File: config.mk
export PLATFORM = sky130hd
export DESIGN_NAME = ucp_front
export DESIGN_NICKNAME = d
export VERILOG_FILES = /design/src/unit_cross_product_top_defines.svh /design/src/ucp_pkg.sv /design/src/ucp_front.sv
export SDC_FILE = /design/constraint.sdc
export NUM_CORES = 2
export LEC_CHECK = 0
export ABC_AREA = 0
export BUFFER_PORTS_ARGS = -buffer_cell sky130_fd_sc_hd__buf_2
export CAP_MARGIN = 40
export CORE_AREA = 2 2 295 297
export DETAILED_ROUTE_END_ITERATION = 10
export DIE_AREA = 0 0 297 299
export PLACE_DENSITY_LB_ADDON = 0.1
export SLEW_MARGIN = 40
export SYNTH_ARGS = -nofsm -noshare
export SYNTH_HDL_FRONTEND = slang
export SYNTH_SLANG_ARGS = --single-unit
File: constraint.sdc
create_clock -name aclk -period 73.6 [get_ports aclk]
set_input_delay 7.36 -clock aclk [delete_from_list [all_inputs] [get_ports aclk]]
set_output_delay 7.36 -clock aclk [all_outputs]
set_load 0.05 [all_outputs]
File: src/unit_cross_product_top_defines.svh
// assertion macros for the unit cross product block
// used by unit_cross_product_top.sv, no other dependencies
`ifndef UNIT_CROSS_PRODUCT_TOP_DEFINES_SVH
`define UNIT_CROSS_PRODUCT_TOP_DEFINES_SVH

`ifndef SYNTHESIS

// antecedent implies consequent in the same cycle
`define UCP_ASSERT_IMP(label, clk, rstn, ante, cons) \
    label: assert property (@(posedge clk) disable iff (!(rstn)) (ante) |-> (cons)) \
        else $error("unit cross product assertion failed");

// condition never holds
`define UCP_ASSERT_NEVER(label, clk, rstn, cond) \
    label: assert property (@(posedge clk) disable iff (!(rstn)) !(cond)) \
        else $error("unit cross product assertion failed");

`else

`define UCP_ASSERT_IMP(label, clk, rstn, ante, cons)
`define UCP_ASSERT_NEVER(label, clk, rstn, cond)

`endif

`endif

File: src/ucp_pkg.sv
// shared types and constants of the unit cross product block
// no dependencies
`timescale 1ns / 1ps

package ucp_pkg;

    localparam int COMP_W      = 32;  // q15.16 input and q2.30 result components
    localparam int MAG_W       = 32;  // component magnitude
    localparam int SQ_W        = 64;  // squares and their sums
    localparam int ROOT_W      = 32;
    localparam int REM_W       = 33;
    localparam int FRAC_SH     = 30;
    localparam int QUO_W       = 31;
    localparam int NUM_W       = MAG_W + FRAC_SH;
    localparam int LEN_W       = 31;
    localparam int NORM_STAGES = 5;
    localparam int SQRT_STAGES = SQ_W / 2;
    localparam int DIV_STAGES  = QUO_W;
    localparam int BACK_LAT    = 2 * SQRT_STAGES + DIV_STAGES + 10;
    localparam int QUEUE_DEPTH = 4;

    localparam logic [LEN_W-1:0] ONE_Q30 = LEN_W'(1) << FRAC_SH;

    typedef enum logic [1:0] {
        STATUS_VALID    = 2'd0,
        STATUS_PARALLEL = 2'd1,
        STATUS_INDET    = 2'd2
    } status_t;

    typedef logic [2:0][MAG_W-1:0] vec_mag_t;

    // one normalized direction pair, as handed from front to back
    typedef struct packed {
        logic     indet;
        logic [2:0] sgn_a;
        logic [2:0] sgn_b;
        vec_mag_t mag_a;
        vec_mag_t mag_b;
    } item_t;

endpackage

File: src/ucp_front.sv
// front end: takes items, flags indeterminate ones, normalizes magnitudes
// depends on ucp_pkg
`timescale 1ns / 1ps

module ucp_front (
    input  logic                          aclk,
    input  logic                          aresetn,
    input  logic                          s_valid,
    output logic                          s_ready,
    input  logic signed [ucp_pkg::COMP_W-1:0] s_a_x,
    input  logic signed [ucp_pkg::COMP_W-1:0] s_a_y,
    input  logic signed [ucp_pkg::COMP_W-1:0] s_a_z,
    input  logic signed [ucp_pkg::COMP_W-1:0] s_b_x,
    input  logic signed [ucp_pkg::COMP_W-1:0] s_b_y,
    input  logic signed [ucp_pkg::COMP_W-1:0] s_b_z,
    input  logic                          s_a_present,
    input  logic                          s_b_present,
    input  logic                          s_a_three_dim,
    input  logic                          s_b_three_dim,
    output logic                          out_valid,
    input  logic                          out_ready,
    output ucp_pkg::item_t                out_item
);

    localparam int NS = ucp_pkg::NORM_STAGES;
    localparam int MW = ucp_pkg::MAG_W;

    logic [NS:0]    vld_reg;
    ucp_pkg::item_t item_reg [NS+1];
    logic [MW-1:0]  ora_reg  [NS+1];
    logic [MW-1:0]  orb_reg  [NS+1];

    logic [2:0][ucp_pkg::COMP_W-1:0] ca, cb;
    ucp_pkg::item_t item0_next;
    logic [MW-1:0]  ora0_next, orb0_next;
    logic           adv;

    assign adv       = !vld_reg[NS] || out_ready;
    assign s_ready   = adv;
    assign out_valid = vld_reg[NS];
    assign out_item  = item_reg[NS];

    // magnitudes, signs, or of magnitudes for the shift search
    always_comb begin
        ca = {s_a_z, s_a_y, s_a_x};
        cb = {s_b_z, s_b_y, s_b_x};
        item0_next = '0;
        ora0_next  = '0;
        orb0_next  = '0;
        for (int i = 0; i < 3; i++) begin
            item0_next.sgn_a[i] = ca[i][MW-1];
            item0_next.sgn_b[i] = cb[i][MW-1];
            item0_next.mag_a[i] = ca[i][MW-1] ? (~ca[i] + MW'(1)) : ca[i];
            item0_next.mag_b[i] = cb[i][MW-1] ? (~cb[i] + MW'(1)) : cb[i];
            ora0_next = ora0_next | item0_next.mag_a[i];
            orb0_next = orb0_next | item0_next.mag_b[i];
        end
        item0_next.indet = !(s_a_present && s_b_present && s_a_three_dim && s_b_three_dim)
                           || (ora0_next == '0) || (orb0_next == '0);
    end

    always_ff @(posedge aclk) begin
        if (!aresetn) begin
            vld_reg <= '0;
        end else if (adv) begin
            vld_reg <= {vld_reg[NS-1:0], s_valid};
        end
    end

    always_ff @(posedge aclk) begin
        if (adv) begin
            item_reg[0] <= item0_next;
            ora_reg[0]  <= ora0_next;
            orb_reg[0]  <= orb0_next;
        end
    end

    // binary shift search, widest step first, until bit 30 or 31 is set
    for (genvar k = 1; k <= NS; k++) begin : g_norm
        localparam int SH = 1 << (NS - k);
        logic           sh_a, sh_b;
        ucp_pkg::item_t item_next;
        logic [MW-1:0]  ora_next, orb_next;

        always_comb begin
            sh_a      = (ora_reg[k-1] >> (MW - 1 - SH)) == '0;
            sh_b      = (orb_reg[k-1] >> (MW - 1 - SH)) == '0;
            item_next = item_reg[k-1];
            for (int i = 0; i < 3; i++) begin
                if (sh_a) begin
                    item_next.mag_a[i] = item_reg[k-1].mag_a[i] << SH;
                end
                if (sh_b) begin
                    item_next.mag_b[i] = item_reg[k-1].mag_b[i] << SH;
                end
            end
            ora_next = sh_a ? (ora_reg[k-1] << SH) : ora_reg[k-1];
            orb_next = sh_b ? (orb_reg[k-1] << SH) : orb_reg[k-1];
        end

        always_ff @(posedge aclk) begin
            if (adv) begin
                item_reg[k] <= item_next;
                ora_reg[k]  <= ora_next;
                orb_reg[k]  <= orb_next;
            end
        end
    end

endmodule

==> qor.csv <==
metric;value;unit
status;finished, final reports clean;
dr.pass1.iters;6;
gp_congestion;0.963;
coreArea;85900;um^2
switching_power;0.440;mW
grt_overflow;0;
min_to;item_reg[5][195]$_DFFE_PP_;
worstHoldStart;item_reg[4][195]$_DFFE_PP_;
dieArea;88800;um^2
clkPwrFrac;0.356;
antenna_found_initial;16;
p_leak;22.7;nW
finalCritPeriodShare;0.218;
setup_ws;57.56;ns
period_needed;16.04;ns
p_comb_frac;0.111;
hold_depth;0;
root_buffer;clkbuf_16;
sw_frac_of_total;0.242;
syn-cell-area;55400;um^2
reg2reg_slack;69.27;ns
grt_pass1_vias;28600;
final_hold_viol_count;0;
clkTransAtPathRegs;0.06;ns
drc;0;
htree_levels;4;
die_y;299;um
io_pins;401;
grt_pass1_wl;180000;um
cts_tree;yes;
synth_area_per_cell;17.3;um^2
viasPerCell;5.96;
worstPathMaxFanout;139;
drive_gt1_frac;0.388;
dp_hpwl;85500;um
io_buffers;400;
async_flop_share;0;
utilization;0.734;
grt.total_usage;0.270;
fin_skew;0.0259;ns
slew_headroom;0.375;
grt_start_max_net_pins;140;
synthFlopType;edfxtp_1;
area_delta_synth_final;14.0;%
hold_path_class;register to register;
nNetsFinal;3833;
tightestPinTransition;0.931;ns
cp_data_arrival_time;8.68;ns
multi_input_area;15000;um^2
ff2ff_path_depth;6;
vias;29100;
post-place-cells;4648;
syn_inst;3202;
max_freq;0.0624;GHz
cts_resized;0;
setup_viol;0;
cp.required;66.24;ns
clk_latency;0.72;ns
numCtsBuffers;131;
dp_slack;57.29;ns
initial_core_util;0.644;
start_kind;input pin;
yosysSeqAreaShare;0.717;
power_density;28.7;nW/um^2
sequential_cell_area;39700;um^2
drt_iter0_markers;3394;
cp-end-kind;output port;
internal_power;1.37;mW
fill_cells;5131;
synth_edf_count;1318;
die_width;297;um
slew_viol_final;0;
cap_violations;0;
hold_ws;0.421;ns
yosys_warnings;0;
final_cells;4886;
wire_per_inst;24.4;um
synth.net_count;3408;
r2r_end;item_reg[5][173]$_DFFE_PP_;
rows;108;
cts_buffer_depth;3;
p_seq_frac;0.533;
ys_seq_elements;1324;
largest_reg_flops;1194;
routed_wl;119000;um
reg2reg_from;vld_reg[5]$_SDFFE_PN0P_;
ys_types;51;
clkSinkCount;1324;
ant_nets;0;
hold_buffers;0;
finalSetupTns;0;ns
rsz0062_at_grt;no;
irDropWorstVdd;0.0227;mV
post_cts_buffers;0;
worstSetupPathType;input pin to output port;
## critical path, cell delays in order
cell	delay (ns)
buf_2	0.10
nor2b_2	0.41
inv_12	0.29
buf_2	0.37
## metal layers
metal	part of all wire	wire length, um	track usage	vias up
met1	0.47	55500	0.442	14500
met5	0.00035	42	0	-
met2	0.42	50600	0.373	1253
li1	-	-	-	13300
met4	0.017	2010	0.0636	8
met3	0.093	11100	0.0575	145
## synth_stat cells (all sizes together), types with 9 or more instances
| master | number | area (um^2) |
|---|---|---|
| xnor2 | 139 | 1220 |
| or4 | 38 | 293 |
| edfxtp | 1318 | 39600 |
| a21o | 51 | 383 |
| nand2b | 9 | 56.3 |
| o31ai | 46 | 345 |
| mux2 | 774 | 8720 |
| or2 | 21 | 134 |
| or3 | 80 | 513 |
| nor2b | 189 | 1180 |
| nor3 | 19 | 95.1 |
| nor4 | 33 | 206 |
| buf | 14 | 53.8 |
| clkbuf | 131 | 492 |
| nand3 | 22 | 110 |
| nor2 | 27 | 101 |
| o41ai | 42 | 383 |
| xor2 | 34 | 298 |
| o21ai | 48 | 248 |
| inv | 51 | 191 |
| nand2 | 55 | 206 |
## cell usage in the layout (no fill, tap or decap), types with 34 or more instances in the layout
master and count:
o31ai_1 46, edfxtp_1 1318, clkbuf_16 138, xor2_1 34, buf_2 400, a21o_1 51, xnor2_1 137, or3_1 76
o21ai_0 38, nor2b_1 188, o41ai_1 40, mux2_2 774, inv_1 50, or4_1 36, nand2_1 55
## through the flow
stage,power (mW),cell area (um^2)
2_1_floorplan,1.10,55400
3_3_place_gp,1.17,58600
3_5_place_dp,1.18,58900
4_1_cts,1.82,63000
5_1_grt,1.87,63100
6_report,1.81,63100
## final cells by class
class / count / area share
flip-flops and latches: 1324 / 0.629
repair buffers: 437 / 0.0397
well taps: 1155 / 0.0229
multi-input cells: 1682 / 0.238
inverters: 51 / 0.00323
clock buffers: 154 / 0.0557
clock inverters: 76 / 0.0108
diodes: 7 / 0.000278
## kinds of logic after synthesis
kind of cell    synth area share
flops                      0.717
buf+inv                   0.0133
mux                        0.157
fa+ha+maj                0.00136
xor+xnor                  0.0274
compound gates            0.0279
simple gates              0.0559
## power groups by stage
stage | Combinational (mW) | Sequential [mW] | Clock [mW]
4_1_cts | 0.200 | 0.967 | 0.655
3_3_place_gp | 0.196 | 0.977 | 0
3_5_place_dp | 0.198 | 0.981 | 0
6_report | 0.201 | 0.967 | 0.646
5_1_grt | 0.211 | 0.976 | 0.683
2_1_floorplan | 0.0765 | 1.03 | 0
## worst max path at each step
stage | startpoint | endpoint | depth (start not counted)
2_1_floorplan | out_ready | s_ready | 3
3_3_place_gp | out_ready | s_ready | 4
3_5_place_dp | out_ready | s_ready | 4
4_1_cts | out_ready | s_ready | 4
5_1_grt | out_ready | s_ready | 4
6_report | out_ready | s_ready | 4
Note: power is estimated with default switching activity, not from simulation.
