<file path="src/unit_cross_product_top_defines.svh">
// assertion macros for the unit cross product block
// used by unit_cross_product_top.sv, no other dependencies
`ifndef UNIT_CROSS_PRODUCT_TOP_DEFINES_SVH
`define UNIT_CROSS_PRODUCT_TOP_DEFINES_SVH

`ifndef SYNTHESIS

// antecedent implies consequent in the same cycle
`define UCP_ASSERT_IMP(label, clk, rstn, ante, cons) \
    label: assert property (@(posedge clk) disable iff (!(rstn)) (ante) |-> (cons)) \
        else $error("unit cross product assertion failed");

// condition never holds
`define UCP_ASSERT_NEVER(label, clk, rstn, cond) \
    label: assert property (@(posedge clk) disable iff (!(rstn)) !(cond)) \
        else $error("unit cross product assertion failed");

`else

`define UCP_ASSERT_IMP(label, clk, rstn, ante, cons)
`define UCP_ASSERT_NEVER(label, clk, rstn, cond)

`endif

`endif

</file>
<file path="src/ucp_pkg.sv">
// shared types and constants of the unit cross product block
// no dependencies
`timescale 1ns / 1ps

package ucp_pkg;

    localparam int COMP_W      = 32;  // q15.16 input and q2.30 result components
    localparam int MAG_W       = 32;  // component magnitude
    localparam int SQ_W        = 64;  // squares and their sums
    localparam int ROOT_W      = 32;
    localparam int REM_W       = 33;
    localparam int FRAC_SH     = 30;
    localparam int QUO_W       = 31;
    localparam int NUM_W       = MAG_W + FRAC_SH;
    localparam int LEN_W       = 31;
    localparam int NORM_STAGES = 5;
    localparam int SQRT_STAGES = SQ_W / 2;
    localparam int DIV_STAGES  = QUO_W;
    localparam int BACK_LAT    = 2 * SQRT_STAGES + DIV_STAGES + 10;
    localparam int QUEUE_DEPTH = 4;

    localparam logic [LEN_W-1:0] ONE_Q30 = LEN_W'(1) << FRAC_SH;

    typedef enum logic [1:0] {
        STATUS_VALID    = 2'd0,
        STATUS_PARALLEL = 2'd1,
        STATUS_INDET    = 2'd2
    } status_t;

    typedef logic [2:0][MAG_W-1:0] vec_mag_t;

    // one normalized direction pair, as handed from front to back
    typedef struct packed {
        logic     indet;
        logic [2:0] sgn_a;
        logic [2:0] sgn_b;
        vec_mag_t mag_a;
        vec_mag_t mag_b;
    } item_t;

endpackage

</file>
<file path="src/ucp_fifo.sv">
// small queue of normalized items between front and back
// depends on ucp_pkg
`timescale 1ns / 1ps

module ucp_fifo #(
    parameter int DEPTH = ucp_pkg::QUEUE_DEPTH
) (
    input  logic           aclk,
    input  logic           aresetn,
    input  logic           push_valid,
    output logic           push_ready,
    input  ucp_pkg::item_t push_item,
    output logic           pop_valid,
    input  logic           pop_ready,
    output ucp_pkg::item_t pop_item
);

    localparam int IDX_W = $clog2(DEPTH);
    localparam int CNT_W = $clog2(DEPTH + 1);

    ucp_pkg::item_t   mem_reg [DEPTH];
    logic [IDX_W-1:0] wr_ptr_reg, rd_ptr_reg;
    logic [CNT_W-1:0] cnt_reg;
    logic             push, pop;

    assign push_ready = cnt_reg != CNT_W'(DEPTH);
    assign pop_valid  = cnt_reg != '0;
    assign pop_item   = mem_reg[rd_ptr_reg];
    assign push       = push_valid && push_ready;
    assign pop        = pop_valid && pop_ready;

    always_ff @(posedge aclk) begin
        if (!aresetn) begin
            wr_ptr_reg <= '0;
            rd_ptr_reg <= '0;
            cnt_reg    <= '0;
        end else begin
            if (push) begin
                wr_ptr_reg <= (wr_ptr_reg == IDX_W'(DEPTH - 1)) ? '0 : wr_ptr_reg + 1'b1;
            end
            if (pop) begin
                rd_ptr_reg <= (rd_ptr_reg == IDX_W'(DEPTH - 1)) ? '0 : rd_ptr_reg + 1'b1;
            end
            if (push && !pop) begin
                cnt_reg <= cnt_reg + 1'b1;
            end else if (pop && !push) begin
                cnt_reg <= cnt_reg - 1'b1;
            end
        end
    end

    always_ff @(posedge aclk) begin
        if (push) begin
            mem_reg[wr_ptr_reg] <= push_item;
        end
    end

endmodule

</file>
<file path="config.mk">
export PLATFORM = sky130hd
export DESIGN_NAME = ucp_fifo
export DESIGN_NICKNAME = d
export VERILOG_FILES = /design/src/unit_cross_product_top_defines.svh /design/src/ucp_pkg.sv /design/src/ucp_fifo.sv
export SDC_FILE = /design/constraint.sdc
export NUM_CORES = 1
export LEC_CHECK = 0
export ABC_AREA = 0
export BUFFER_PORTS_ARGS = -buffer_cell sky130_fd_sc_hd__buf_4
export CAP_MARGIN = 20
export CORE_MARGIN = 10
export CORE_UTILIZATION = 53
export CTS_CLUSTER_SIZE = 14
export DETAILED_ROUTE_END_ITERATION = 12
export PLACE_DENSITY = 0.74
export SLEW_MARGIN = 20
export SYNTH_ARGS = -nofsm -noshare
export SYNTH_HDL_FRONTEND = slang
export SYNTH_SLANG_ARGS = --single-unit
</file>
<file path="constraint.sdc">
create_clock -name aclk -period 15.7 [get_ports aclk]
set_input_delay 1.57 -clock aclk [delete_from_list [all_inputs] [get_ports aclk]]
set_output_delay 1.57 -clock aclk [all_outputs]
set_load 0.02 [all_outputs]
</file>
==> impl_metrics.env, run 1 <==
export IMPL_max_clock_freq_mhz=187
export IMPL_cts_reportedPaths_clkPinSlew_ns=0.06
export IMPL_ioPinCount=404
export IMPL_dr_pass1_iters=5
export IMPL_initial_antenna_violation_count=12
export IMPL_min_delay_path_depth=2
export IMPL_fin_crit_sh=0.340
export IMPL_cellPowerDensity_mw_per_mm2=169
export IMPL_worst_slew_pin_slew_ns=1.09
export IMPL_first_pass_grt_wire_length_microns=88800
export IMPL_clock_tree_root_cell="sky130_fd_sc_hd__clkbuf_16"
export IMPL_globalRouteMet1Util=0.238
export IMPL_clk_path_buf_depth=3
export IMPL_synth_ff_latch_count=805
export IMPL_power_leakage_nw=11.9
export IMPL_hold_viol_final=0
export IMPL_fin_area_sq_mm=0.0356
export IMPL_global_route_usage_met3=0.0749
export IMPL_design_final_nets=1755
export IMPL_reg2regPathDepth=4
export IMPL_routed_via_density=5.70
export IMPL_yosys_warnings=0
export IMPL_worst_endpoint_required_ns=14.13
export IMPL_avgSynthCellArea_sq_um=26.8
export IMPL_synthFlopType="sky130_fd_sc_hd__edfxtp_1"
export IMPL_synth_adder_area_share=0.00326
export IMPL_critical_path_startpoint_type="flop"
export IMPL_fp_row_count=85
export IMPL_min_delay_start="wr_ptr_reg[1]$_SDFFE_PN0P_"
export IMPL_numCtsBuffers=80
export IMPL_arrival_ns=3.76
export IMPL_drive_above_1_share=0.458
export IMPL_vias_in_the_first_global_route=13900
export IMPL_routedWlPerCell_microns=25.8
export IMPL_grt_use_met2=0.287
export IMPL_post_cts_resized_instances=0
export IMPL_synthXorXnorAreaFrac=0.000601
export IMPL_async_reset_ff_frac=0
export IMPL_totalWireLength_microns=59900
export IMPL_globalRoute_busiestLayer="met2"
export IMPL_cp_num_buf_inv=3
export IMPL_holdBufCountCts=0
export IMPL_share_of_the_synthesized_area_in_compound_gates_ao_oa_aoi_oai=0.00120
export IMPL_clock_skew_final_ns=0.0212
export IMPL_outcome="finished, final reports clean"
export IMPL_max_slew_margin_rel=0.271
export IMPL_post_synthesis_sequential_area_ratio=0.826
export IMPL_crit_path_max_fanout=45
export IMPL_timing_worst_setup_path_type="flop to output port"
export IMPL_design_die_area_sq_mm=0.0648
export IMPL_numClockSinks=805
export IMPL_r2r_setup_slack_ns=12.40
export IMPL_quantity_of_i_o_buffers_inserted_on_ports=403
export IMPL_timing_critical_path_slowest_cell_delay_ns=0.79
export IMPL_dpl_hpwl_microns=36000
export IMPL_final_period_minus_worst_setup_slack_ns=5.33
export IMPL_synth_top_family_by_area="multiplexers"
export IMPL_worst_ir_drop_vdd_v=0.000143
export IMPL_place_area_sq_mm=0.0329
export IMPL_setup_viol=0
export IMPL_placeableCoreArea_sq_mm=0.0541
export IMPL_ant_nets=0
export IMPL_syn_num_nets=1300
export IMPL_synth_simple_gate_area_share=0.00378
export IMPL_tritoncts="done"
export IMPL_remaining_drc_errors=0
export IMPL_critPathCaptureType="output port"
export IMPL_crit_reg2reg_capture="mem_reg[1][122]$_DFFE_PP_"
export IMPL_fp_dieH_microns=255
export IMPL_cts_htree_levels=3
export IMPL_final_max_slew_viol_count=0
export IMPL_grt_ovfl_total=0
export IMPL_cp_top_family="buffers and inverters"
export IMPL_crit_path_top_delay_cell="sky130_fd_sc_hd__buf_4"
export IMPL_area_growth_synth_to_final_pct=22.2
export IMPL_timing_max_cap_violations=0
export IMPL_die_width_microns=255
export IMPL_syn_area_sq_mm=0.0292
export IMPL_num_fill_cells=3415
export IMPL_postCtsSetupBuffers=0
export IMPL_critical_path_reg2reg_startpoint="cnt_reg[0]$_SDFFE_PN0P_"
export IMPL_grt_start_max_net_pins=163
export IMPL_synth_edff_count=796
export IMPL_place_congestion=0.762
export IMPL_critical_path_cell_chain="buf_4 > buf_4 > mux4_2 > buf_4"
export IMPL_clock_latency_late_sink_ns=0.62
export IMPL_finalSetupTns_ns=0
export IMPL_route_vias_total=13200
export IMPL_fin_worst_hold_slack_ns=0.535
export IMPL_post_synth_num_cell_types=26
export IMPL_drt_initial_drc_count=1024
export IMPL_rsz_0062_raised_after_global_routing="no"
export IMPL_worst_hold_path_endpoint="wr_ptr_reg[1]$_SDFFE_PN0P_"
export IMPL_initial_core_util=0.539
export IMPL_grt_usage=0.184
export IMPL_syn_inst=1090
export IMPL_critical_path_most_common_cell="sky130_fd_sc_hd__buf_4"
export IMPL_yosys_mux_area_fraction=0.154
export IMPL_largest_register_ffs=796
export IMPL_hold_path_class="flop to flop"
==> cell usage in the layout, fill, tap and decap left out, types with 3 or more instances in the layout <==
| cell | instances |
|---|---|
| sky130_fd_sc_hd__dfxtp_1 | 7 |
| sky130_fd_sc_hd__ha_1 | 6 |
| sky130_fd_sc_hd__clkinv_2 | 11 |
| sky130_fd_sc_hd__inv_6 | 3 |
| sky130_fd_sc_hd__clkbuf_1 | 24 |
| sky130_fd_sc_hd__o21ai_0 | 4 |
| sky130_fd_sc_hd__clkbuf_8 | 3 |
| sky130_fd_sc_hd__edfxtp_1 | 796 |
| sky130_fd_sc_hd__bufinv_16 | 10 |
| sky130_fd_sc_hd__inv_1 | 3 |
| sky130_fd_sc_hd__nand2_1 | 5 |
| sky130_fd_sc_hd__clkbuf_16 | 81 |
| sky130_fd_sc_hd__clkinv_1 | 10 |
| sky130_fd_sc_hd__diode_2 | 10 |
| sky130_fd_sc_hd__and3_4 | 4 |
| sky130_fd_sc_hd__buf_4 | 415 |
| sky130_fd_sc_hd__mux4_2 | 199 |
==> stage by stage <==
step / setup slack [ns] / utilization / power [mW] / cells
after floorplan: 8.95 / - / 3.64 / 1090
after global placement: 10.79 / 0.608 / 4.18 / 2157
after detailed placement: 10.80 / 0.608 / 4.20 / 2157
after CTS: 10.11 / 0.657 / 6.10 / 2304
after global routing: 9.90 / 0.658 / 6.26 / 2310
final: 10.37 / 0.658 / 6.03 / 2316
==> where the power goes <==
part | internal [mW] | switching, mW | leakage (nW)
Sequential | 2.61 | 0.0698 | 7.37
Combinational | 0.644 | 0.807 | 3.22
Clock | 1.14 | 0.764 | 1.29
==> worst min-delay path, delay by kind of cell (launching register included) <==
kind,cells,cell delay [ns]
flops,1,0.35
simple gates,1,0.07
mux,1,0.06
==> kinds of logic after synthesis <==
kind of cell	Yosys count
compound gates	6
xor+xnor	2
fa+ha+maj	7
buf+inv	49
flops	805
mux	201
simple gates	20
==> worst max path at each step <==
stage | start | end | slack (ns) | cells past startpoint
6_report | flop | pop_item[167] | 10.37 | 4
5_1_grt | flop | pop_item[197] | 9.90 | 4
4_1_cts | flop | pop_item[184] | 10.11 | 4
3_5_place_dp | flop | pop_item[197] | 10.80 | 4
3_3_place_gp | flop | pop_item[71] | 10.79 | 4
2_1_floorplan | push_valid | mem_reg[3][0]$_DFFE_PP_ | 8.95 | 1
==> layer usage <==
layer  vias to the layer above  part of all wire
met5                         -            0.0017
met4                        12             0.020
met3                        91              0.10
met2                       436              0.49
met1                      7005              0.39
li1                       5662                 -
==> area by class of cell <==
cell class                 count  area [sq um]  share of cell area
antenna                       10          25.0            0.000702
clock buffer                 108          2160              0.0606
clock inverter                39           487              0.0137
inverter                       3          11.3            0.000316
multi-input combinational    236          4780               0.134
sequential                   805         24100               0.676
tap                          696           871              0.0244
timing repair buffer         419          3210              0.0901
==> Yosys cell counts, types with 2 or more instances <==
| cell type | n | share of area |
|---|---|---|
| sky130_fd_sc_hd__and3_1 | 4 | 0.00086 |
| sky130_fd_sc_hd__buf_1 | 7 | 0.00090 |
| sky130_fd_sc_hd__buf_2 | 22 | 0.0038 |
| sky130_fd_sc_hd__buf_6 | 14 | 0.0054 |
| sky130_fd_sc_hd__clkbuf_1 | 3 | 0.00039 |
| sky130_fd_sc_hd__dfxtp_1 | 9 | 0.0062 |
| sky130_fd_sc_hd__edfxtp_1 | 796 | 0.82 |
| sky130_fd_sc_hd__ha_1 | 6 | 0.0026 |
| sky130_fd_sc_hd__inv_1 | 3 | 0.00039 |
| sky130_fd_sc_hd__mux2i_1 | 2 | 0.00069 |
| sky130_fd_sc_hd__mux4_2 | 199 | 0.15 |
| sky130_fd_sc_hd__nand2_1 | 5 | 0.00064 |
| sky130_fd_sc_hd__nand3_1 | 2 | 0.00034 |
| sky130_fd_sc_hd__nor2_1 | 2 | 0.00026 |
| sky130_fd_sc_hd__o21ai_0 | 4 | 0.00069 |
| sky130_fd_sc_hd__or3_1 | 2 | 0.00043 |
(Power assumes the default switching activity.)
==> run 2: changes to the inputs <==
==> constraint.sdc (replaced) <==
create_clock -name aclk -period 5.15 [get_ports aclk]
set_input_delay 0.515 -clock aclk [delete_from_list [all_inputs] [get_ports aclk]]
set_output_delay 0.515 -clock aclk [all_outputs]
set_load 0.02 [all_outputs]
==> run 2 against run 1 <==
Effect of this change: hold slack got worse by 0.44 ns; total power rose to 3.0 times the previous value; worst setup slack got worse by 8.5 ns; cell area fell by 0.44%; core utilization fell by 0.29 points; clock skew fell by 0.0039 ns; register-to-register slack got worse by 9.8 ns.
==> impl_metrics.env, run 2 (synthesis gave the netlist of run 1 again) <==
export IMPL_routed_via_density=5.69
export IMPL_num_fill_cells=3390
export IMPL_dpl_worst_slack_ns=2.40
export IMPL_rsz_0062_raised_after_global_routing="no"
export IMPL_numPlacedInstances=2161
export IMPL_fp_row_count=85
export IMPL_fp_dieH_microns=255
export IMPL_crit_path_max_fanout=57
export IMPL_fin_area_sq_mm=0.0355
export IMPL_power_leakage_nw=11.8
export IMPL_totalWireLength_microns=59200
export IMPL_critPathCaptureType="output port"
export IMPL_crit_reg2reg_capture="mem_reg[0][133]$_DFFE_PP_"
export IMPL_fin_ws_ns=1.85
export IMPL_setup_viol=0
export IMPL_routedWlPerCell_microns=25.7
export IMPL_grt_start_max_net_pins=110
export IMPL_cellPowerDensity_mw_per_mm2=507
export IMPL_drive_above_1_share=0.457
export IMPL_timing_max_cap_violations=0
export IMPL_r2r_setup_slack_ns=2.63
export IMPL_route_vias_total=13100
export IMPL_leading_cell_type_in_the_layout_fill_and_taps_excluded="sky130_fd_sc_hd__edfxtp_1"
export IMPL_design_final_nets=1755
export IMPL_fin_worst_hold_slack_ns=0.0986
export IMPL_max_clock_freq_mhz=303
export IMPL_arrival_ns=2.79
export IMPL_placeableCoreArea_sq_mm=0.0541
export IMPL_clk_path_buf_depth=3
export IMPL_hold_path_class="input port to flop"
export IMPL_max_slew_margin_rel=0.360
export IMPL_vias_in_the_first_global_route=14200
export IMPL_post_cts_resized_instances=0
export IMPL_design_die_area_sq_mm=0.0648
export IMPL_critical_path_reg2reg_startpoint="cnt_reg[0]$_SDFFE_PN0P_"
export IMPL_die_width_microns=255
export IMPL_clock_skew_final_ns=0.0173
export IMPL_worst_slew_pin_slew_ns=0.960
export IMPL_crit_path_end="pop_item[153]"
export IMPL_final_cells=2303
export IMPL_layout_core_utilization=0.655
export IMPL_numClockSinks=805
export IMPL_worst_ir_drop_vdd_v=0.000391
export IMPL_grt_usage=0.184
export IMPL_holdBufCountCts=0
export IMPL_ioPinCount=404
export IMPL_drt_initial_drc_count=953
export IMPL_timing_worst_setup_path_type="flop to output port"
export IMPL_postCtsSetupBuffers=0
export IMPL_clock_latency_late_sink_ns=0.61
export IMPL_critical_path_startpoint_type="flop"
export IMPL_cts_reportedPaths_clkPinSlew_ns=0.06
export IMPL_initial_antenna_violation_count=6
export IMPL_ant_nets=0
export IMPL_reg2regPathDepth=3
export IMPL_area_growth_synth_to_final_pct=21.7
export IMPL_outcome="finished, final reports clean"
export IMPL_dr_pass1_iters=5
export IMPL_tritoncts="done"
export IMPL_remaining_drc_errors=0
export IMPL_place_area_sq_mm=0.0331
export IMPL_finalSetupTns_ns=0
export IMPL_numCtsBuffers=78
export IMPL_final_cell_mix="sky130_fd_sc_hd__edfxtp_1, sky130_fd_sc_hd__buf_4, sky130_fd_sc_hd__mux4_2, sky130_fd_sc_hd__clkbuf_16, sky130_fd_sc_hd__clkbuf_1"
export IMPL_hold_viol_final=0
export IMPL_initial_core_util=0.539
export IMPL_final_period_minus_worst_setup_slack_ns=3.30
export IMPL_final_max_slew_viol_count=0
export IMPL_quantity_of_i_o_buffers_inserted_on_ports=403
export IMPL_largest_register_ffs=796
export IMPL_fin_crit_sh=0.641
export IMPL_dpl_hpwl_microns=36900
export IMPL_grt_ovfl_total=0
export IMPL_worst_endpoint_required_ns=4.64
export IMPL_power_mw=18.0
export IMPL_cts_htree_levels=3
export IMPL_clock_tree_root_cell="sky130_fd_sc_hd__clkbuf_16"
export IMPL_place_congestion=0.731
export IMPL_first_pass_grt_wire_length_microns=88900
run 2: metal layers:
metal	GRT usage	up-vias	wire length, microns
met5	0	-	61
met4	0.0568	8	1410
met3	0.0665	104	5380
met2	0.298	430	30200
met1	0.232	6906	22200
li1	-	5647	-
run 2: worst max-delay path: stages, from the launching register on:
cell and delay, ns:
sky130_fd_sc_hd__dfxtp_4 0.84, sky130_fd_sc_hd__buf_12 0.46, sky130_fd_sc_hd__mux4_2 0.61, sky130_fd_sc_hd__buf_4 0.18
run 2: worst min-delay path by stage:
stage	from	cells after the start	end	slack, ns
final	push_item[11]	1	mem_reg[2][11]$_DFFE_PP_	0.1
after detailed placement	wr_ptr_reg[1]$_SDFFE_PN0P_	2	wr_ptr_reg[1]$_SDFFE_PN0P_	0.50
after global placement	wr_ptr_reg[1]$_SDFFE_PN0P_	2	wr_ptr_reg[1]$_SDFFE_PN0P_	0.48
after CTS	push_item[12]	1	mem_reg[2][12]$_DFFE_PP_	0.06
after global routing	push_item[132]	1	mem_reg[2][132]$_DFFE_PP_	0.06
after floorplan	wr_ptr_reg[1]$_SDFFE_PN0P_	2	wr_ptr_reg[1]$_SDFFE_PN0P_	0.47
run 2: where the power goes:
part           internal, mW  total, mW  switching [mW]
sequential             7.94       8.15           0.208
combinational          2.00       4.46            2.46
clock                  3.11       5.39            2.28
run 2: final cells by class:
class / instances / area [sq um] / share of cell area
diodes: 4 / 10.0 / 0.000282
inverters: 3 / 11.3 / 0.000317
multi-input cells: 236 / 4780 / 0.135
repair buffers: 421 / 3300 / 0.0930
clock inverters: 38 / 338 / 0.00952
flip-flops and latches: 805 / 24100 / 0.679
clock buffers: 100 / 2080 / 0.0585
well taps: 696 / 871 / 0.0245
